### src/sv/url_escaped_base64_decoder_defines.svh
// assertion helpers shared by the decoder modules
`ifndef URL_ESCAPED_BASE64_DECODER_DEFINES_SVH
`define URL_ESCAPED_BASE64_DECODER_DEFINES_SVH

// expression must hold at every clock edge out of reset
`define UED_ASSERT(name, expr, msg) \
  name: assert property (@(posedge clk_i) disable iff (!rst_ni) (expr)) else $error(msg);

// condition in one cycle implies a consequence in the next
`define UED_ASSERT_NEXT(name, pre, post, msg) \
  name: assert property (@(posedge clk_i) disable iff (!rst_ni) (pre) |=> (post)) \
    else $error(msg);

`endif

### src/sv/ued_pkg.sv
package ued_pkg;

  localparam int unsigned MAX_OUTPUT_BYTES = 1024;
  localparam int unsigned CfgW = 11;
  localparam int unsigned CntW = $clog2(MAX_OUTPUT_BYTES + 1);
  localparam int unsigned LimW = (CntW > CfgW) ? CntW : CfgW;
  localparam logic [CfgW-1:0] LenReset = CfgW'(287);

  // result queue, power of two deep, at least three entries
  localparam int unsigned FifoDepth = 8;

  localparam logic [7:0] CharPct = 8'h25;
  localparam logic [7:0] CharAmp = 8'h26;
  localparam logic [6:0] SextetPad = 7'd64;
  localparam logic [6:0] SextetNone = 7'd65;

  typedef enum logic [1:0] {
    ST_OK  = 2'd0,
    ST_AMP = 2'd1,
    ST_CUT = 2'd2
  } ued_status_e;

  typedef enum logic [1:0] {
    ESC_NONE = 2'd0,
    ESC_HEX1 = 2'd1,
    ESC_HEX2 = 2'd2
  } ued_esc_e;

  typedef struct packed {
    logic [7:0] char_byte;
    logic       is_first;
    logic       is_last;
  } ued_in_t;

  typedef struct packed {
    logic [7:0] data_byte;
    logic       has_byte;
    logic       finished;
    logic [1:0] status;
  } ued_out_t;

  // results of one character, count valid entries from index 0
  typedef struct packed {
    logic [1:0]     count;
    ued_out_t [2:0] res;
  } ued_grp_t;

  function automatic logic [6:0] sextet_of(input logic [7:0] c);
    logic [6:0] s;
    if (c >= 8'h41 && c <= 8'h5a) s = 7'(c - 8'h41);
    else if (c >= 8'h61 && c <= 8'h7a) s = 7'(c - 8'h61 + 8'd26);
    else if (c >= 8'h30 && c <= 8'h39) s = 7'(c - 8'h30 + 8'd52);
    else if (c == 8'h2b) s = 7'd62;
    else if (c == 8'h2f) s = 7'd63;
    else if (c == 8'h3d) s = SextetPad;
    else s = SextetNone;
    return s;
  endfunction

  // bit 4 is the valid flag, bits 3:0 the nibble
  function automatic logic [4:0] hex_value(input logic [7:0] c);
    logic [4:0] h;
    if (c >= 8'h30 && c <= 8'h39) h = {1'b1, 4'(c - 8'h30)};
    else if (c >= 8'h61 && c <= 8'h66) h = {1'b1, 4'(c - 8'h61 + 8'd10)};
    else if (c >= 8'h41 && c <= 8'h46) h = {1'b1, 4'(c - 8'h41 + 8'd10)};
    else h = 5'd0;
    return h;
  endfunction

endpackage

### src/sv/url_escaped_base64_decoder.sv
// channel  | direction | signals                          | transfer when
// ---------+-----------+----------------------------------+-----------------------------
// in       | input     | in_valid_i in_ready_o in_data_i  | in_valid_i and in_ready_o
// out      | output    | out_valid_o out_ready_i out_data_o | out_valid_o and out_ready_i
// cfg      | input     | cfg_we_i cfg_data_i              | cfg_we_i, no wait
//
// one character per cycle unless stalled; results leave one per cycle from an eight entry queue
// with an empty queue a character's first result passes the input register and then the queue
// before it can transfer; input stalls only while the queue has fewer than three free entries
// reset clears control state, sets output_length to 287 and idles until a first character
// no clearing pass after reset

module url_escaped_base64_decoder (
  input  logic                     clk_i,
  input  logic                     rst_ni,
  input  logic                     in_valid_i,
  output logic                     in_ready_o,
  input  ued_pkg::ued_in_t         in_data_i,
  output logic                     out_valid_o,
  input  logic                     out_ready_i,
  output ued_pkg::ued_out_t        out_data_o,
  input  logic                     cfg_we_i,
  input  logic [ued_pkg::CfgW-1:0] cfg_data_i
);
  import ued_pkg::*;

  // input register
  logic            in_valid_q;
  ued_in_t         in_q;
  // configured byte count
  logic [CfgW-1:0] len_q;

  logic            room;
  logic            step_en;
  ued_grp_t        grp;

  // the held character is decoded once the queue can take all its results
  assign step_en    = in_valid_q && room;
  // a new character enters as soon as the held one moves on
  assign in_ready_o = !in_valid_q || step_en;

  always_ff @(posedge clk_i or negedge rst_ni) begin
    if (!rst_ni) begin
      in_valid_q <= 1'b0;
    end else if (in_ready_o) begin
      in_valid_q <= in_valid_i;
    end
  end

  // payload register, no reset needed
  always_ff @(posedge clk_i) begin
    if (in_ready_o && in_valid_i) in_q <= in_data_i;
  end

  always_ff @(posedge clk_i or negedge rst_ni) begin
    if (!rst_ni) begin
      len_q <= LenReset;
    end else if (cfg_we_i) begin
      len_q <= cfg_data_i;
    end
  end

  // escape handling, sextet assembly and byte forming
  ued_decoder u_decoder (
    .clk_i     (clk_i),
    .rst_ni    (rst_ni),
    .step_en_i (step_en),
    .item_i    (in_q),
    .len_i     (len_q),
    .grp_o     (grp)
  );

  // result queue, also the output register
  ued_res_fifo u_res_fifo (
    .clk_i       (clk_i),
    .rst_ni      (rst_ni),
    .push_i      (step_en),
    .grp_i       (grp),
    .room_o      (room),
    .out_valid_o (out_valid_o),
    .out_ready_i (out_ready_i),
    .out_data_o  (out_data_o)
  );

endmodule

### src/sv/ued_decoder.sv
`include "url_escaped_base64_decoder_defines.svh"

module ued_decoder (
  input  logic                        clk_i,
  input  logic                        rst_ni,
  input  logic                        step_en_i,
  input  ued_pkg::ued_in_t            item_i,
  input  logic [ued_pkg::CfgW-1:0]    len_i,
  output ued_pkg::ued_grp_t           grp_o
);
  import ued_pkg::*;

  logic [6:0]      store_q [3];
  logic [6:0]      store_d [3];
  logic [1:0]      cnt_q, cnt_d;
  ued_esc_e        phase_q, phase_d;
  logic [3:0]      nib_q, nib_d;
  logic            nib_ok_q, nib_ok_d;
  logic [CntW-1:0] be_q, be_d;
  logic            done_q, done_d;

  // state as seen after a possible restart
  logic [6:0]      e_store [3];
  logic [1:0]      e_cnt;
  ued_esc_e        e_phase;
  logic [3:0]      e_nib;
  logic            e_nib_ok;
  logic [CntW-1:0] e_be;
  logic            e_done;

  logic [4:0]      hex;
  logic [6:0]      sx_raw, sx_esc, push_v;
  logic [LimW-1:0] lim, lim_raw;
  logic [LimW:0]   be_ext, lim_ext;
  logic            push, early, fin;
  logic [1:0]      n;
  logic [8:0]      t0;
  logic [10:0]     t1;
  logic [12:0]     t2;
  logic            any_fin;
  logic            idle_in;
  logic            err_res;

  always_comb begin
    if (item_i.is_first) begin
      for (int k = 0; k < 3; k++) e_store[k] = '0;
      e_cnt    = '0;
      e_phase  = ESC_NONE;
      e_nib    = '0;
      e_nib_ok = 1'b0;
      e_be     = '0;
      e_done   = 1'b0;
    end else begin
      for (int k = 0; k < 3; k++) e_store[k] = store_q[k];
      e_cnt    = cnt_q;
      e_phase  = phase_q;
      e_nib    = nib_q;
      e_nib_ok = nib_ok_q;
      e_be     = be_q;
      e_done   = done_q;
    end
  end

  assign hex    = hex_value(item_i.char_byte);
  assign sx_raw = sextet_of(item_i.char_byte);
  assign sx_esc = sextet_of({e_nib, hex[3:0]});

  // zero acts as one, clamp at the maximum
  assign lim_raw = (len_i == '0) ? LimW'(1) : LimW'(len_i);
  assign lim     = (lim_raw > LimW'(MAX_OUTPUT_BYTES)) ? LimW'(MAX_OUTPUT_BYTES) : lim_raw;
  assign be_ext  = (LimW + 1)'(e_be);
  assign lim_ext = {1'b0, lim};

  assign t0 = {e_store[0], 2'b00} | {6'b0, e_store[1][6:4]};
  assign t1 = {e_store[1], 4'b0000} | {6'b0, e_store[2][6:2]};
  assign t2 = {e_store[2], 6'b000000} | {6'b0, push_v};

  // escape phase sequencing
  always_comb begin
    phase_d = e_phase;
    if (!e_done) begin
      unique case (e_phase)
        ESC_HEX1: phase_d = ESC_HEX2;
        ESC_HEX2: phase_d = ESC_NONE;
        ESC_NONE: phase_d = (item_i.char_byte == CharPct) ? ESC_HEX1 : ESC_NONE;
        default:  phase_d = ESC_NONE;
      endcase
    end
  end

  // sextet handling and results
  always_comb begin
    for (int k = 0; k < 3; k++) store_d[k] = e_store[k];
    cnt_d    = e_cnt;
    be_d     = e_be;
    nib_d    = e_nib;
    nib_ok_d = e_nib_ok;
    done_d   = e_done;
    grp_o    = '0;
    push     = 1'b0;
    push_v   = sx_raw;
    early    = 1'b0;
    fin      = 1'b0;
    n        = 2'd0;
    if (!e_done) begin
      unique case (e_phase)
        ESC_HEX1: begin
          nib_ok_d = hex[4];
          nib_d    = hex[3:0];
          early    = 1'b1;
          if (item_i.is_last) begin
            done_d = 1'b1;
            n      = 2'd1;
            grp_o.res[0].finished = 1'b1;
            grp_o.res[0].status   = ST_CUT;
          end
        end
        ESC_HEX2: begin
          if (hex[4] && e_nib_ok && sx_esc != SextetNone) begin
            push   = 1'b1;
            push_v = sx_esc;
          end
        end
        default: begin
          if (item_i.char_byte == CharPct) begin
            early = 1'b1;
            if (item_i.is_last) begin
              done_d = 1'b1;
              n      = 2'd1;
              grp_o.res[0].finished = 1'b1;
              grp_o.res[0].status   = ST_CUT;
            end
          end else if (item_i.char_byte == CharAmp) begin
            early  = 1'b1;
            done_d = 1'b1;
            n      = 2'd1;
            grp_o.res[0].finished = 1'b1;
            grp_o.res[0].status   = ST_AMP;
          end else if (sx_raw != SextetNone) begin
            push = 1'b1;
          end
        end
      endcase

      if (push) begin
        if (e_cnt != 2'd3) begin
          store_d[e_cnt] = push_v;
          cnt_d          = e_cnt + 2'd1;
        end else begin
          cnt_d = 2'd0;
          n     = 2'd1;
          grp_o.res[0].data_byte = t0[7:0];
          grp_o.res[0].has_byte  = 1'b1;
          if (be_ext + 1'b1 >= lim_ext) begin
            fin = 1'b1;
          end else if (e_store[2] < SextetPad) begin
            n = 2'd2;
            grp_o.res[1].data_byte = t1[7:0];
            grp_o.res[1].has_byte  = 1'b1;
            if (be_ext + 2'd2 >= lim_ext) begin
              fin = 1'b1;
            end else if (push_v < SextetPad) begin
              n = 2'd3;
              grp_o.res[2].data_byte = t2[7:0];
              grp_o.res[2].has_byte  = 1'b1;
              if (be_ext + 2'd3 >= lim_ext) fin = 1'b1;
            end
          end
          be_d = e_be + CntW'(n);
        end
      end

      if (!early && (fin || item_i.is_last)) begin
        done_d = 1'b1;
        if (n != 2'd0) begin
          grp_o.res[n - 2'd1].finished = 1'b1;
        end else begin
          n = 2'd1;
          grp_o.res[0].finished = 1'b1;
          grp_o.res[0].status   = ST_OK;
        end
      end
    end
    grp_o.count = n;
  end

  always_ff @(posedge clk_i or negedge rst_ni) begin
    if (!rst_ni) begin
      for (int k = 0; k < 3; k++) store_q[k] <= '0;
      cnt_q    <= '0;
      phase_q  <= ESC_NONE;
      nib_q    <= '0;
      nib_ok_q <= 1'b0;
      be_q     <= '0;
      done_q   <= 1'b1;
    end else if (step_en_i) begin
      for (int k = 0; k < 3; k++) store_q[k] <= store_d[k];
      cnt_q    <= cnt_d;
      phase_q  <= phase_d;
      nib_q    <= nib_d;
      nib_ok_q <= nib_ok_d;
      be_q     <= be_d;
      done_q   <= done_d;
    end
  end

  assign any_fin = (grp_o.count != 2'd0) && grp_o.res[grp_o.count - 2'd1].finished;
  assign idle_in = step_en_i && done_q && !item_i.is_first;
  assign err_res = step_en_i && (grp_o.res[0].status != ST_OK);

  `UED_ASSERT_NEXT(a_fin_sets_done, step_en_i && any_fin, done_q, "finish did not end the value")
  `UED_ASSERT(a_idle_silent, !idle_in || grp_o.count == 2'd0, "result while idle")
  `UED_ASSERT(a_err_alone, !err_res || (grp_o.count == 2'd1 && !grp_o.res[0].has_byte), "error with byte")

endmodule

### src/sv/ued_res_fifo.sv
`include "url_escaped_base64_decoder_defines.svh"

module ued_res_fifo (
  input  logic               clk_i,
  input  logic               rst_ni,
  input  logic               push_i,
  input  ued_pkg::ued_grp_t  grp_i,
  output logic               room_o,
  output logic               out_valid_o,
  input  logic               out_ready_i,
  output ued_pkg::ued_out_t  out_data_o
);
  import ued_pkg::*;

  localparam int unsigned PtrW = $clog2(FifoDepth);
  localparam int unsigned FillW = $clog2(FifoDepth + 1);

  ued_out_t         mem_q [FifoDepth];
  logic [PtrW-1:0]  wr_ptr_q, wr_ptr_d, rd_ptr_q, rd_ptr_d;
  logic [FillW-1:0] fill_q, fill_d;
  logic [1:0]       n_push;
  logic             pop;
  logic             pop_only;

  assign n_push      = push_i ? grp_i.count : 2'd0;
  assign pop         = out_valid_o && out_ready_i;
  assign pop_only    = pop && (n_push == 2'd0);
  assign out_valid_o = (fill_q != '0);
  assign out_data_o  = mem_q[rd_ptr_q];
  // space for a full group of three
  assign room_o      = (fill_q <= FillW'(FifoDepth - 3));

  assign wr_ptr_d = wr_ptr_q + PtrW'(n_push);
  assign rd_ptr_d = rd_ptr_q + PtrW'(pop);
  assign fill_d   = fill_q + FillW'(n_push) - FillW'(pop);

  always_ff @(posedge clk_i) begin
    for (int k = 0; k < 3; k++) begin
      if (k < int'(n_push)) mem_q[wr_ptr_q + PtrW'(k)] <= grp_i.res[k];
    end
  end

  always_ff @(posedge clk_i or negedge rst_ni) begin
    if (!rst_ni) begin
      wr_ptr_q <= '0;
      rd_ptr_q <= '0;
      fill_q   <= '0;
    end else begin
      wr_ptr_q <= wr_ptr_d;
      rd_ptr_q <= rd_ptr_d;
      fill_q   <= fill_d;
    end
  end

  `UED_ASSERT(a_fill_bound, fill_q <= FillW'(FifoDepth), "result queue overflow")
  `UED_ASSERT(a_push_room, !push_i || room_o, "push without room for a group")
  `UED_ASSERT_NEXT(a_pop_only, pop_only, fill_q == $past(fill_q) - 1'b1, "fill off after pop")

endmodule
### config.mk
export PLATFORM = sky130hd
export DESIGN_NAME = url_escaped_base64_decoder
export DESIGN_NICKNAME = d
export VERILOG_FILES = /design/src/sv/ued_pkg.sv /design/src/sv/url_escaped_base64_decoder.sv /design/src/sv/ued_decoder.sv /design/src/sv/ued_res_fifo.sv
export VERILOG_INCLUDE_DIRS = /design/src /design/src/sv
export SDC_FILE = /design/constraint.sdc
export NUM_CORES = 1
export LEC_CHECK = 0
export BUFFER_PORTS_ARGS = -buffer_cell sky130_fd_sc_hd__buf_2
export CAP_MARGIN = 20
export CORE_MARGIN = 2
export CORE_UTILIZATION = 45
export CTS_CLUSTER_DIAMETER = 60
export DETAILED_ROUTE_END_ITERATION = 10
export GPL_TIMING_DRIVEN = 1
export MAX_ROUTING_LAYER = met4
export PLACE_DENSITY = 0.68
export REMOVE_ABC_BUFFERS = 1
export SYNTH_ARGS = -nofsm -noshare
export SYNTH_HDL_FRONTEND = slang
export SYNTH_SLANG_ARGS = --single-unit
### constraint.sdc
create_clock -name clk_i -period 6.65 [get_ports clk_i]
set_clock_uncertainty 0.2 [all_clocks]
set_input_delay 0.665 -clock clk_i [delete_from_list [all_inputs] [get_ports clk_i]]
set_output_delay 0.665 -clock clk_i [all_outputs]
set_load 0.05 [all_outputs]
==> impl_metrics.json <==
{
  "syn_avg_cell_area_sq_um": 9.69,
  "clk_pin_slew_ns": 0.08,
  "drc": 0,
  "synth_compound_area_share_pct": 17.9,
  "maxSlewHeadroom_pct": 31.8,
  "synth_top_family_by_area": "simple AND/OR/NAND/NOR gates",
  "worstSetupEndpointType": "flip-flop",
  "grtUsageTotal_pct": 26.1,
  "via_per_inst": 6.24,
  "place_ws_ns": 0.210,
  "start_util_pct": 45.4,
  "pwr_density_cell_mw_per_mm2": 328,
  "grt_pass1_vias": 10561,
  "cap_viol_max_count": 0,
  "numCtsBuffers": 17,
  "hold_slack_ns": 0.196,
  "grt_first_pass_wirelength_microns": 60200,
  "synth_enable_flop_cells": 106,
  "port_buffers": 39,
  "cts.sinks": 169,
  "worstPathRequired_ns": 6.69,
  "cp_max_fo": 12,
  "synthArstFlopShare_pct": 37.3,
  "synthFlopType": "edfxtp_1",
  "muxShareOfSynthArea_pct": 10.5,
  "synthXorXnorAreaFrac_pct": 3.55,
  "gp_congestion": 0.970,
  "hold_path_class": "primary input to async pin",
  "synth-simple-area-share_pct": 18.4,
  "vias": 11065,
  "final_cell_mix": "149 x nand2_1, 106 x edfxtp_1, 94 x nand3_1",
  "grt_max_degree": 64,
  "nFillCells": 2678,
  "p_leak_nw": 5.73,
  "max_freq_mhz": 158,
  "cts_tree": "done",
  "ys_warn_count": 0,
  "synth.distinct_cells": 105,
  "synth.cell_area_sq_mm": 0.0130,
  "drtIter0Drc": 1272,
  "synth_top_area_share_pct": 24.6,
  "cts_root_buffer": "clkbuf_16",
  "io_pins": 40,
  "antenna_found_initial": 0,
  "crit_type": "flip-flop to flip-flop",
  "critPathArrivalTime_ns": 6.39,
  "synth_area_leaders": "edfxtp_1 25%, dfrtp_1 11%, ha_1 7.6%, nand2_1 4.3%, mux4_2 4.2%",
  "ys_seq_area_share_pct": 36.8,
  "chipHeight_microns": 174,
  "yosysTopAreaCell": "edfxtp_1",
  "ir_worst_vdd_mv": 0.183,
  "clk_path_buf_depth": 2,
  "fin_nets": 1483,
  "setup_ws_ns": 0.302,
  "critPathLaunchType": "flip-flop",
  "core_region_area_sq_mm": 0.0285,
  "synth-adder-area-share_pct": 8.10,
  "stdcell_area_sq_mm": 0.0144,
  "slew_violations": 0,
  "n_antenna_cell": 0,
  "synth-seq-cells": 169,
  "routed_wl_microns": 37900,
  "dr.pass1.iters": 5,
  "period_needed_ns": 6.35,
  "row_count": 62,
  "placed_cell_area_sq_mm": 0.0138,
  "clock_latency_ns": 0.44,
  "syn_inst": 1337,
  "hpwl_microns": 27500,
  "cts-htree-levels": 4,
  "setup-violations-final": 0,
  "fin_tns_setup_ns": 0,
  "die-area_sq_mm": 0.0302,
  "ant_nets": 0,
  "avgRoutedWirePerCell_microns": 21.4,
  "hold_viol": 0,
  "grt_overflow": 0,
  "die_w_microns": 174,
  "status": "finished, final reports clean",
  "syn_to_final_growth_pct": 11.4,
  "drive_above_1_share_pct": 18.4,
  "fin_crit_sh_pct": 95.5,
  "layout_commonest_cell": "nand2_1",
  "tightest_slew_ns": 1.02,
  "finish.utilization_pct": 50.5
}
-- worst max-delay path, stage by stage, from the launching register on --
cell and delay (ns):
edfxtp_1 0.48, inv_1 0.13, ha_1 0.29, nand2b_1 0.18, a22oi_1 0.31, a311oi_4 0.11, or2_4 0.32, o21ai_2 0.18
inv_1 0.10, ha_1 0.28, and2_1 0.18, o211ai_1 0.39, inv_1 0.11, a31oi_1 0.27, a22o_1 0.20, o211ai_1 0.19
or3b_1 0.43, o41a_2 0.64, or3_1 0.67, o211ai_1 0.17, a21boi_0 0.27
-- flip-flops by register name (all words and copies together), names as in the netlist --
register             flops
u_res_fifo.mem_q        96
u_decoder.store_q       20
len_q                   11
u_decoder.be_q          11
in_q                    10
u_decoder.nib_q          4
u_res_fifo.fill_q        4
u_res_fifo.rd_ptr_q      3
u_res_fifo.wr_ptr_q      3
u_decoder.cnt_q          2
u_decoder.phase_q        2
in_valid_q               1
u_decoder.done_q         1
u_decoder.nib_ok_q       1
-- final timing paths --
| path | start | end | slack [ns] | cells past startpoint |
|---|---|---|---|---|
| min in group clk_i | in_data_i[5] | in_q[5]$_DFFE_PP_ | 0.20 | 1 |
| worst min-delay path | rst_ni | u_res_fifo.rd_ptr_q[2]$_DFF_PN0_ | 0.20 | 2 |
| worst min register to register | u_decoder.phase_q[1]$_DFFE_PN0P_ | u_decoder.phase_q[1]$_DFFE_PN0P_ | 0.29 | 2 |
| worst max-delay path | in_q[7]$_DFFE_PP_ | u_res_fifo.mem_q[5][7]$_DFFE_PP_ | 0.30 | 20 |
| max in group asynchronous | rst_ni | u_decoder.store_q[12]$_DFFE_PN0P_ | 5.47 | 2 |
| worst max register to register | in_q[7]$_DFFE_PP_ | u_res_fifo.mem_q[5][7]$_DFFE_PP_ | 0.30 | 20 |
-- Yosys cell counts, drive strengths merged (5+ instances only) --
cell type	instances
a21boi	8
xor2	23
ha	79
a22oi	5
nor4	12
clkbuf	56
o211ai	29
nor2b	16
nand4	21
a21o	13
and2	18
o21a	30
a32oi	7
a22o	8
o211a	15
dfstp	7
or2	7
and4	7
edfxtp	106
nand2	149
a211oi	9
nand2b	10
o21ai	41
xnor2	27
o31ai	5
a311oi	6
mux2i	46
mux4	24
inv	52
and3	18
or3	7
a21oi	74
nor2	71
a31oi	8
mux2	32
dfrtp	56
nand3	97
nor3	22
buf	39
a2111oi	6
-- per-stage QoR --
step	total power [mW]	instances
4_1_cts	4.68	1765
3_3_place_gp	3.71	1733
5_1_grt	4.99	1772
6_report	4.73	1772
3_5_place_dp	3.73	1733
2_1_floorplan	3.00	1242
-- logic make-up (layout without fill, tap and decap cells) --
logic type,after synthesis,in the layout
AO/OA/AOI/OAI,313,313
XOR/XNOR,51,51
adder cells (fa/ha/maj),82,82
buffers and inverters,148,199
flip-flops,169,169
multiplexers,102,102
AND/OR/NAND/NOR,472,472
-- per-layer routing --
layer  track usage [%]  up-vias  part of all wire, %
li1                  -     5088                    -
met1              35.3     5339                   43
met2              40.1      537                   46
met3              3.71      101                  7.5
met4              9.59        0                  3.5
met5                 -        -                    0
-- power breakdown --
part           total [mW]  switching, mW  internal, mW
combinational        2.28           1.51         0.774
sequential           1.50          0.208          1.29
clock               0.942          0.456         0.486
-- timing repair --
action	CTS	global route
resized for setup	0	19
endpoints found under the hold margin	0	0
hold buffers	0	0
setup buffers	0	6
endpoints found under the setup margin	0	197
-- final cells by class --
| class | count | area [sq um] | share of cell area (%) |
|---|---|---|---|
| clock buffer | 18 | 429 | 2.97 |
| inverter | 53 | 199 | 1.38 |
| tap | 384 | 480 | 3.33 |
| sequential | 169 | 4770 | 33.0 |
| timing repair buffer | 114 | 771 | 5.34 |
| multi-input combinational | 1020 | 7670 | 53.1 |
| clock inverter | 14 | 116 | 0.806 |
(Power assumes the default switching activity.)
